`src/hdl/dda_grid_ray_caster_unit_defines.svh`:
```
// Assertion macros for the ray caster RTL (used by the controller)
`ifndef DDA_GRID_RAY_CASTER_UNIT_DEFINES_SVH
`define DDA_GRID_RAY_CASTER_UNIT_DEFINES_SVH

// Same-cycle implication, checked outside reset
`define DGRC_ASSERT_NOW(lbl, ante, cons) \
  lbl: assert property (@(posedge clk) disable iff (rst) (ante) |-> (cons)) \
    else $error("dgrc same-cycle check failed");

// Next-cycle implication, checked outside reset
`define DGRC_ASSERT_NEXT(lbl, ante, cons) \
  lbl: assert property (@(posedge clk) disable iff (rst) (ante) |=> (cons)) \
    else $error("dgrc next-cycle check failed");

`endif

```
`src/hdl/dgrc_pkg.sv`:
```
// Package: constants, command and status types of the ray caster
`default_nettype none
package dgrc_pkg;

  localparam int MAP_SIDE  = 64;
  localparam int MAP_BITS  = $clog2(MAP_SIDE);
  localparam int MAP_DEPTH = MAP_SIDE * MAP_SIDE;
  localparam int COORD_W   = MAP_BITS + 2;
  localparam int STEP_MAX  = 2 * MAP_SIDE + 3;
  localparam int STEP_W    = $clog2(STEP_MAX + 1);

  localparam int POS_W   = 22;
  localparam int VEC_W   = 18;
  localparam int SW_W    = 13;
  localparam int CODE_W  = 8;
  localparam int CELL_W  = 6;
  localparam int COL_W   = 12;
  localparam int DIST_W  = 24;
  localparam int CFG_W   = 22;
  localparam int IDX_W   = 3;
  localparam int IN_W    = 32;
  localparam int OUT_W   = 88;

  localparam int DIV_W   = 33;
  localparam int DELTA_W = 32;
  localparam int SIDE_W  = 41;
  localparam int RAY_W   = 32;
  localparam int MA_W    = 33;
  localparam int MB_W    = 25;
  localparam int MP_W    = MA_W + MB_W;

  typedef enum logic [IDX_W-1:0] {
    REG_POS_X, REG_POS_Y, REG_DIR_X, REG_DIR_Y,
    REG_PLANE_X, REG_PLANE_Y, REG_SCREEN_W, REG_WALL_CODE
  } reg_idx_t;

  typedef enum logic [1:0] { DIV_CAM, DIV_DX, DIV_DY } div_sel_t;

  typedef enum logic [2:0] {
    MUL_RX, MUL_RY, MUL_SX, MUL_SY, MUL_PX, MUL_PY
  } mul_sel_t;

  typedef enum logic [3:0] {
    LD_NONE, LD_CAM, LD_RX, LD_RY, LD_DX, LD_DY, LD_SDX, LD_SDY, LD_PX, LD_PY
  } ld_sel_t;

  typedef struct packed {
    logic     capture;
    logic     map_write;
    logic     div_start;
    div_sel_t div_sel;
    mul_sel_t mul_sel;
    ld_sel_t  ld;
    logic     dda_init;
    logic     map_read;
    logic     dda_step;
    logic     set_esc;
    logic     clr_esc;
    logic     load_out;
  } dgrc_cmd_t;

  typedef struct packed {
    logic div_busy;
    logic out_free;
    logic at_limit;
    logic off_grid;
    logic is_wall;
  } dgrc_sts_t;

endpackage
`default_nettype wire

```
`src/hdl/dgrc_ctrl.sv`:
```
// Controller: sequences ray setup, DDA walk and result handoff
`default_nettype none
`include "dda_grid_ray_caster_unit_defines.svh"
module dgrc_ctrl (
  input  wire logic                clk,
  input  wire logic                rst,
  input  wire logic                s_tvalid,
  input  wire logic                cast,
  output logic                     s_tready,
  output dgrc_pkg::dgrc_cmd_t      cmd,
  input  wire dgrc_pkg::dgrc_sts_t sts
);
  import dgrc_pkg::*;

  typedef enum logic [4:0] {
    S_IDLE, S_CAM_DIV, S_CAM_WAIT, S_MUL_RX, S_MUL_RY, S_RY_LD,
    S_DX_DIV, S_DX_WAIT, S_DY_DIV, S_DY_WAIT, S_MUL_SX, S_MUL_SY,
    S_SY_LD, S_CHK, S_RD, S_MUL_PX, S_MUL_PY, S_PY_LD, S_OUT
  } state_t;

  state_t state, state_next;
  logic   accept;

  assign s_tready = (state == S_IDLE);
  assign accept   = s_tvalid && s_tready;

  // Next state and commands
  always_comb begin
    state_next = state;
    cmd        = '0;
    cmd.div_sel = DIV_CAM;
    cmd.mul_sel = MUL_RX;
    cmd.ld      = LD_NONE;
    unique case (state)
      S_IDLE: begin
        if (accept) begin
          if (cast) begin
            cmd.capture = 1'b1;
            state_next  = S_CAM_DIV;
          end else begin
            cmd.map_write = 1'b1;
          end
        end
      end
      S_CAM_DIV: begin
        cmd.div_start = 1'b1;
        cmd.div_sel   = DIV_CAM;
        state_next    = S_CAM_WAIT;
      end
      S_CAM_WAIT: begin
        if (!sts.div_busy) begin
          cmd.ld     = LD_CAM;
          state_next = S_MUL_RX;
        end
      end
      S_MUL_RX: begin
        cmd.mul_sel = MUL_RX;
        state_next  = S_MUL_RY;
      end
      S_MUL_RY: begin
        cmd.mul_sel = MUL_RY;
        cmd.ld      = LD_RX;
        state_next  = S_RY_LD;
      end
      S_RY_LD: begin
        cmd.ld     = LD_RY;
        state_next = S_DX_DIV;
      end
      S_DX_DIV: begin
        cmd.div_start = 1'b1;
        cmd.div_sel   = DIV_DX;
        state_next    = S_DX_WAIT;
      end
      S_DX_WAIT: begin
        if (!sts.div_busy) begin
          cmd.ld     = LD_DX;
          state_next = S_DY_DIV;
        end
      end
      S_DY_DIV: begin
        cmd.div_start = 1'b1;
        cmd.div_sel   = DIV_DY;
        state_next    = S_DY_WAIT;
      end
      S_DY_WAIT: begin
        if (!sts.div_busy) begin
          cmd.ld     = LD_DY;
          state_next = S_MUL_SX;
        end
      end
      S_MUL_SX: begin
        cmd.mul_sel = MUL_SX;
        state_next  = S_MUL_SY;
      end
      S_MUL_SY: begin
        cmd.mul_sel = MUL_SY;
        cmd.ld      = LD_SDX;
        state_next  = S_SY_LD;
      end
      S_SY_LD: begin
        cmd.ld       = LD_SDY;
        cmd.dda_init = 1'b1;
        state_next   = S_CHK;
      end
      // Walk: check bounds and step limit, then fetch the cell
      S_CHK: begin
        if (sts.at_limit || sts.off_grid) begin
          cmd.set_esc = 1'b1;
          state_next  = S_MUL_PX;
        end else begin
          cmd.map_read = 1'b1;
          state_next   = S_RD;
        end
      end
      S_RD: begin
        if (sts.is_wall) begin
          cmd.clr_esc = 1'b1;
          state_next  = S_MUL_PX;
        end else begin
          cmd.dda_step = 1'b1;
          state_next   = S_CHK;
        end
      end
      S_MUL_PX: begin
        cmd.mul_sel = MUL_PX;
        state_next  = S_MUL_PY;
      end
      S_MUL_PY: begin
        cmd.mul_sel = MUL_PY;
        cmd.ld      = LD_PX;
        state_next  = S_PY_LD;
      end
      S_PY_LD: begin
        cmd.ld     = LD_PY;
        state_next = S_OUT;
      end
      S_OUT: begin
        if (sts.out_free) begin
          cmd.load_out = 1'b1;
          state_next   = S_IDLE;
        end
      end
      default: state_next = S_IDLE;
    endcase
  end

  // State register
  always_ff @(posedge clk) begin
    if (rst) begin
      state <= S_IDLE;
    end else begin
      state <= state_next;
    end
  end

  `DGRC_ASSERT_NEXT(a_cast_starts_div, accept && cast, state == S_CAM_DIV)
  `DGRC_ASSERT_NEXT(a_write_stays_idle, accept && !cast, state == S_IDLE)
  `DGRC_ASSERT_NOW(a_load_needs_room, cmd.load_out, sts.out_free)
endmodule
`default_nettype wire

```
`config.mk`:
```
export PLATFORM = sky130hd
export DESIGN_NAME = dgrc_ctrl
export DESIGN_NICKNAME = d
export VERILOG_FILES = /design/src/hdl/dgrc_pkg.sv /design/src/hdl/dgrc_ctrl.sv
export VERILOG_INCLUDE_DIRS = /design/src /design/src/hdl
export SDC_FILE = /design/constraint.sdc
export NUM_CORES = 1
export LEC_CHECK = 0
export BUFFER_PORTS_ARGS = -buffer_cell sky130_fd_sc_hd__buf_2
export CELL_PAD_IN_SITES_DETAIL_PLACEMENT = 0
export CELL_PAD_IN_SITES_GLOBAL_PLACEMENT = 1
export CORE_ASPECT_RATIO = 1.25
export CORE_MARGIN = 4
export CORE_UTILIZATION = 28
export DETAILED_ROUTE_END_ITERATION = 16
export PLACE_DENSITY_LB_ADDON = 0.1
export SLEW_MARGIN = 10
export SYNTH_ARGS = -nofsm -noshare
export SYNTH_HDL_FRONTEND = slang
export SYNTH_SLANG_ARGS = --single-unit
```
`constraint.sdc`:
```
create_clock -name clk -period 1.5 [get_ports clk]
set_input_delay 0.3 -clock clk [delete_from_list [all_inputs] [get_ports clk]]
set_output_delay 0.3 -clock clk [all_outputs]
set_load 0.03 [all_outputs]
```
Yosys cells after proc, flatten, opt, wreduce, memory -nomap -nowiden
Index checks and enable logic that the tools add are counted.
Word-level totals
  bits of input ports: 9
  flip-flop bits (word level): 5
Cells by class
  equality and inequality tests: 24
  reductions and logical operators: 4
  muxes and demuxes: 30
Operators by type and width (number)
  5-bit case mux with 19 select lines: 1
  5-bit by 4-bit equality test with 1-bit output (second input constant): 8
  4-bit case mux with 9 select lines: 1
  5-bit 2-to-1 mux: 6
  5-bit by 3-bit equality test with 1-bit output (second input constant): 4
  5-bit equality test (second input constant): 3
  1-bit 2-to-1 mux: 15
  3-bit case mux with 5 select lines: 1
  5-bit by 2-bit equality test with 1-bit output (second input constant): 2
  2-bit != test (second input constant): 5
  3-bit case mux with 3 select lines: 1
  2-bit 2-to-1 mux: 3
  3-bit 2-to-1 mux: 2
  6-bit AND reduction: 1
  5-bit by 1-bit equality test with 1-bit output (second input constant): 1
  5-bit zero test: 1
  2-bit by 1-bit != test with 1-bit output (second input constant): 1
  1-bit logical AND: 1
  1-bit logical OR: 1

Depth between registers and ports, before layout
  depth after elaboration: 4
  depth in mapped cells: 6
  depth with buffers taken out: 4

Least setup slack after synthesis
OpenSTA, ideal clock, no wires.
  path type: flip-flop to output port
  start point: register state[2]
  end point: output cmd[3] (netlist bit)
  required time: 1.200 ns
  path buffers: 2
  arrival time: 1.809 ns
  path slack: -0.609 ns
  stages on the path, launching flop included: 5
  cells stage by stage: dfxtp_1 buf_4 clkbuf_1 nand2_1 nor4_1
RTL lines
  start: declaration: RTL line dgrc_ctrl.sv:21  | state_t state, state_next;
  start signal: assignment: RTL line dgrc_ctrl.sv:152  | state <= state_next;
  end: declaration: RTL line dgrc_ctrl.sv:10  | output dgrc_pkg::dgrc_cmd_t cmd,

==> flow_summary_export.csv <==
group,metric,value,unit
critical_path,timing.critical_path.required,1200,ps
critical_path,rrSetupSlack,-180,ps
logic_synthesis,yosys-top-cells-count,"sky130_fd_sc_hd__nor2_1 (14), sky130_fd_sc_hd__nand2_1 (8), sky130_fd_sc_hd__a21oi_1 (6), sky130_fd_sc_hd__o21ai_0 (6)",
final_layout,reg_top3,"state (5)",
clock_network,clkLatencyLatePin,250,ps
die,fp.dieH,61.74,microns
final_layout,design.final.nets,173,
logic_synthesis,synth_edf_count,0,
sta,fin_crit_sh,114.7,%
logic_synthesis,ys_ff_latch,5,
place,dp_hpwl,1919,microns
global_routing,grt_usage,20.39,%
final_layout,insertedDiodeCount,0,
run_status,violations_in_the_final_reports,"setup timing",
clock_network,cell_chosen_for_the_clock_root,"sky130_fd_sc_hd__clkbuf_4",
sta,totalNegativeSetupSlack,-3291,ps
final_layout,largest_register_ffs,5,
logic_synthesis,async_set_or_reset_register_ratio_after_synthesis,0,%
sta,clock-skew-final,2.862,ps
logic_synthesis,synth_flop_cell,"sky130_fd_sc_hd__dfxtp_1",
global_routing,global_route_wire_length_before_repair,4795,microns
clock_network,clock_sinks,5,
final_layout,layout.cells.non_filler,194,
pwr,p_switching,0.0008385,W
logic_synthesis,yosys.area.top_type,"sky130_fd_sc_hd__dfxtp_1",
pwr,post-layout-total-power,0.001813,W
sta,fmax,581.4,MHz
critical_path,classification_of_the_worst_setup_path,"flip-flop to output pin",
final_layout,synthToLayoutAreaGrowth,143.9,%
route,viasPerCell,5.232,
logic_synthesis,synth_cells,97,
pwr,power_report.internal_total,0.0009748,W
logic_synthesis,synthMostInstantiatedCell,"sky130_fd_sc_hd__nor2_1",
sta,slew-limit-headroom,71.10,%
route,detailedRoute.firstIterationViolations,15,
global_routing,largest_net_degree_at_the_start_of_global_routing,12,
sta,post-route-min-period,1720,ps
critical_path,worst_path_most_repeated_cell,"sky130_fd_sc_hd__buf_6",
final_layout,drive_above_1_share,74.85,%
run_status,outcome,"finished, violations left",
place,gp_routability_congestion,0.8362,
place,numPlacedInstances,177,
sta,finalHoldViolations,0,
final_layout,registers.top_by_ff_count,"state",
logic_synthesis,ranking_of_synthesized_cells_by_area,"sky130_fd_sc_hd__dfxtp_1 (15%), sky130_fd_sc_hd__nor2_1 (8.1%), sky130_fd_sc_hd__a21oi_1 (4.6%)",
route,detail_route.wl_per_cell,15.60,microns
sta,worst_pin_slew,432.2,ps
place,preCtsSetupSlack,-170.8,ps
die,die_width,50.99,microns
place,buffer_ports.inserted,27,
route,firstDrtPassIters,4,
die,floorplan.initialDensity,29.26,%
logic_synthesis,synth_fp_nets,106,
critical_path,crit_path_max_incr_delay,330,ps
critical_path,critical_path.slowest_cell,"sky130_fd_sc_hd__dfxtp_2",
die,io_pins,28,
route,final_antenna_net_count,0,
place,detailed_place.area,1132,sq um
clock_network,cts_tree,"built",
critical_path,critical_path.startpoint_type,"flip-flop",
critical_path,setup.worst_path.end_class,"output pin",
pwr,p_sw_share,46.24,%
pwr,pwr-share-seq,15.4,%
sta,timing.final.max_slew_violations,0,
logic_synthesis,post-synth-top-area-fraction,15.47,%
global_routing,grt_pass1_vias,1069,
clock_network,clock_tree.htree_level_count,1,
final_layout,final_cell_area,1578,sq um
global_routing,antenna_found_initial,0,
route,drt-total-wl,3026,microns
logic_synthesis,ys_warns,0,
sta,postLayoutSetupSlackWorst,-220.0,ps
critical_path,path_cells,"buf_6 > nor2_4 > buf_6 > and3_4 > nand2_1 > nor2_4 > buf_6",
clock_network,cts-buffers-inserted,3,
clock_network,clk_transition_reported_paths,40,ps
logic_synthesis,synth_seq_area_share,15.47,%
critical_path,cp.arrival,1420,ps
job,cap_violations,0,
logic_synthesis,synth_area_per_cell,6.669,sq um
logic_synthesis,cell_area_after_synthesis,646.9,sq um
pwr,leakagePower,0.6652,nW
die,dieArea,3148,sq um
route,via_count,1015,
pwr,irDropWorstVdd,0.6503,mV
min_path,holdCritPathClass,"input port to flip-flop",
clock_network,post_cts_hold_buffer_count,0,
critical_path,critical_path_peak_fanout,6,
pwr,powerDensity,1149,nW/um^2
clock_network,clockBufferDepth,2,
route,remaining_drc_errors,0,
global_routing,remaining_overflow_grt,0,
die,fp-row-count,19,
logic_synthesis,netlist-cell-type-count,36,
sta,setup_violations,23,
die,core_region_area,2211,sq um
pwr,power_frac_comb,75.9,%
sta,grt_setup_unrepaired,"yes",
pwr,power.clock.fraction,8.7,%
==> layout make-up <==
class / count / area, sq um
fillers: 172 / 633.1
inverters: 4 / 15.01
well taps: 31 / 38.79
repair buffers: 70 / 621.8
clock buffers: 4 / 26.28
multi-input cells: 80 / 759.5
flip-flops and latches: 5 / 116.4
==> power by group through the flow <==
stage	Clock (W)	Combinational, W	Sequential [W]
floorplan	0	0.000675	0.000182
global placement	0	0.000964	0.000225
detailed placement	0	0.000979	0.000228
CTS	0.000167	0.00127	0.000278
global route	0.000170	0.00146	0.000286
finish	0.000158	0.00138	0.000279
==> per-layer routing <==
| metal | share of wire, % | routed length [microns] | global-route usage [%] |
|---|---|---|---|
| met5 | 0 | 0 | 0 |
| met1 | 37 | 1119 | 19.86 |
| met4 | 3.4 | 104 | 12.31 |
| met2 | 54 | 1644 | 39.96 |
| met3 | 5.2 | 157 | 3.819 |
==> through the flow <==
step	utilization, %	hold slack (ps)
after global placement	51.22	556.5
after floorplan	-	369.1
after CTS	67.74	301.6
after detailed placement	51.22	555.7
after global routing	71.36	329.6
final	71.36	312.2
==> worst max-delay path: cells and delay by family (launching register included) <==
family / cells / cell delay [ps]
flops: 1 / 330
simple gates: 4 / 440
buf+inv: 3 / 390
==> kinds of logic after synthesis <==
group           count (synthesis)  synth area share, %
xor+xnor                        3                4.063
flops                           5                15.47
simple gates                   51                42.36
compound gates                 24                24.96
buf+inv                        12                9.283
mux                             2                3.868
==> worst paths after layout <==
kind	cells after the start	end	start
min reg2reg	3	state[4]$_SDFFE_PP0P_	state[1]$_SDFFE_PP0P_
max reg2reg	6	state[0]$_SDFFE_PP0P_	state[3]$_SDFFE_PP0P_
max	7	cmd[16]	state[3]$_SDFFE_PP0P_
min	2	state[4]$_SDFFE_PP0P_	rst
==> placed cells by master, fill, tap and decap left out, types with 3 or more instances in the layout <==
cell type	instances
sky130_fd_sc_hd__and3_4	3
sky130_fd_sc_hd__nor3_4	3
sky130_fd_sc_hd__nor2_4	4
sky130_fd_sc_hd__dfxtp_4	4
sky130_fd_sc_hd__clkbuf_4	3
sky130_fd_sc_hd__o21ai_0	3
sky130_fd_sc_hd__buf_6	31
sky130_fd_sc_hd__nor2b_1	3
sky130_fd_sc_hd__buf_2	8
sky130_fd_sc_hd__inv_1	3
sky130_fd_sc_hd__buf_4	31
sky130_fd_sc_hd__a21oi_1	4
sky130_fd_sc_hd__nor2_1	8
sky130_fd_sc_hd__nand2_1	4
sky130_fd_sc_hd__nand2_2	3
==> what timing repair did <==
item                       in CTS  in global routing
resized for setup              82                 11
buffers inserted               10                  4
pin swaps                      22                  6
setup endpoints to repair      22                 23
Power figures use the tool's default switching activity.
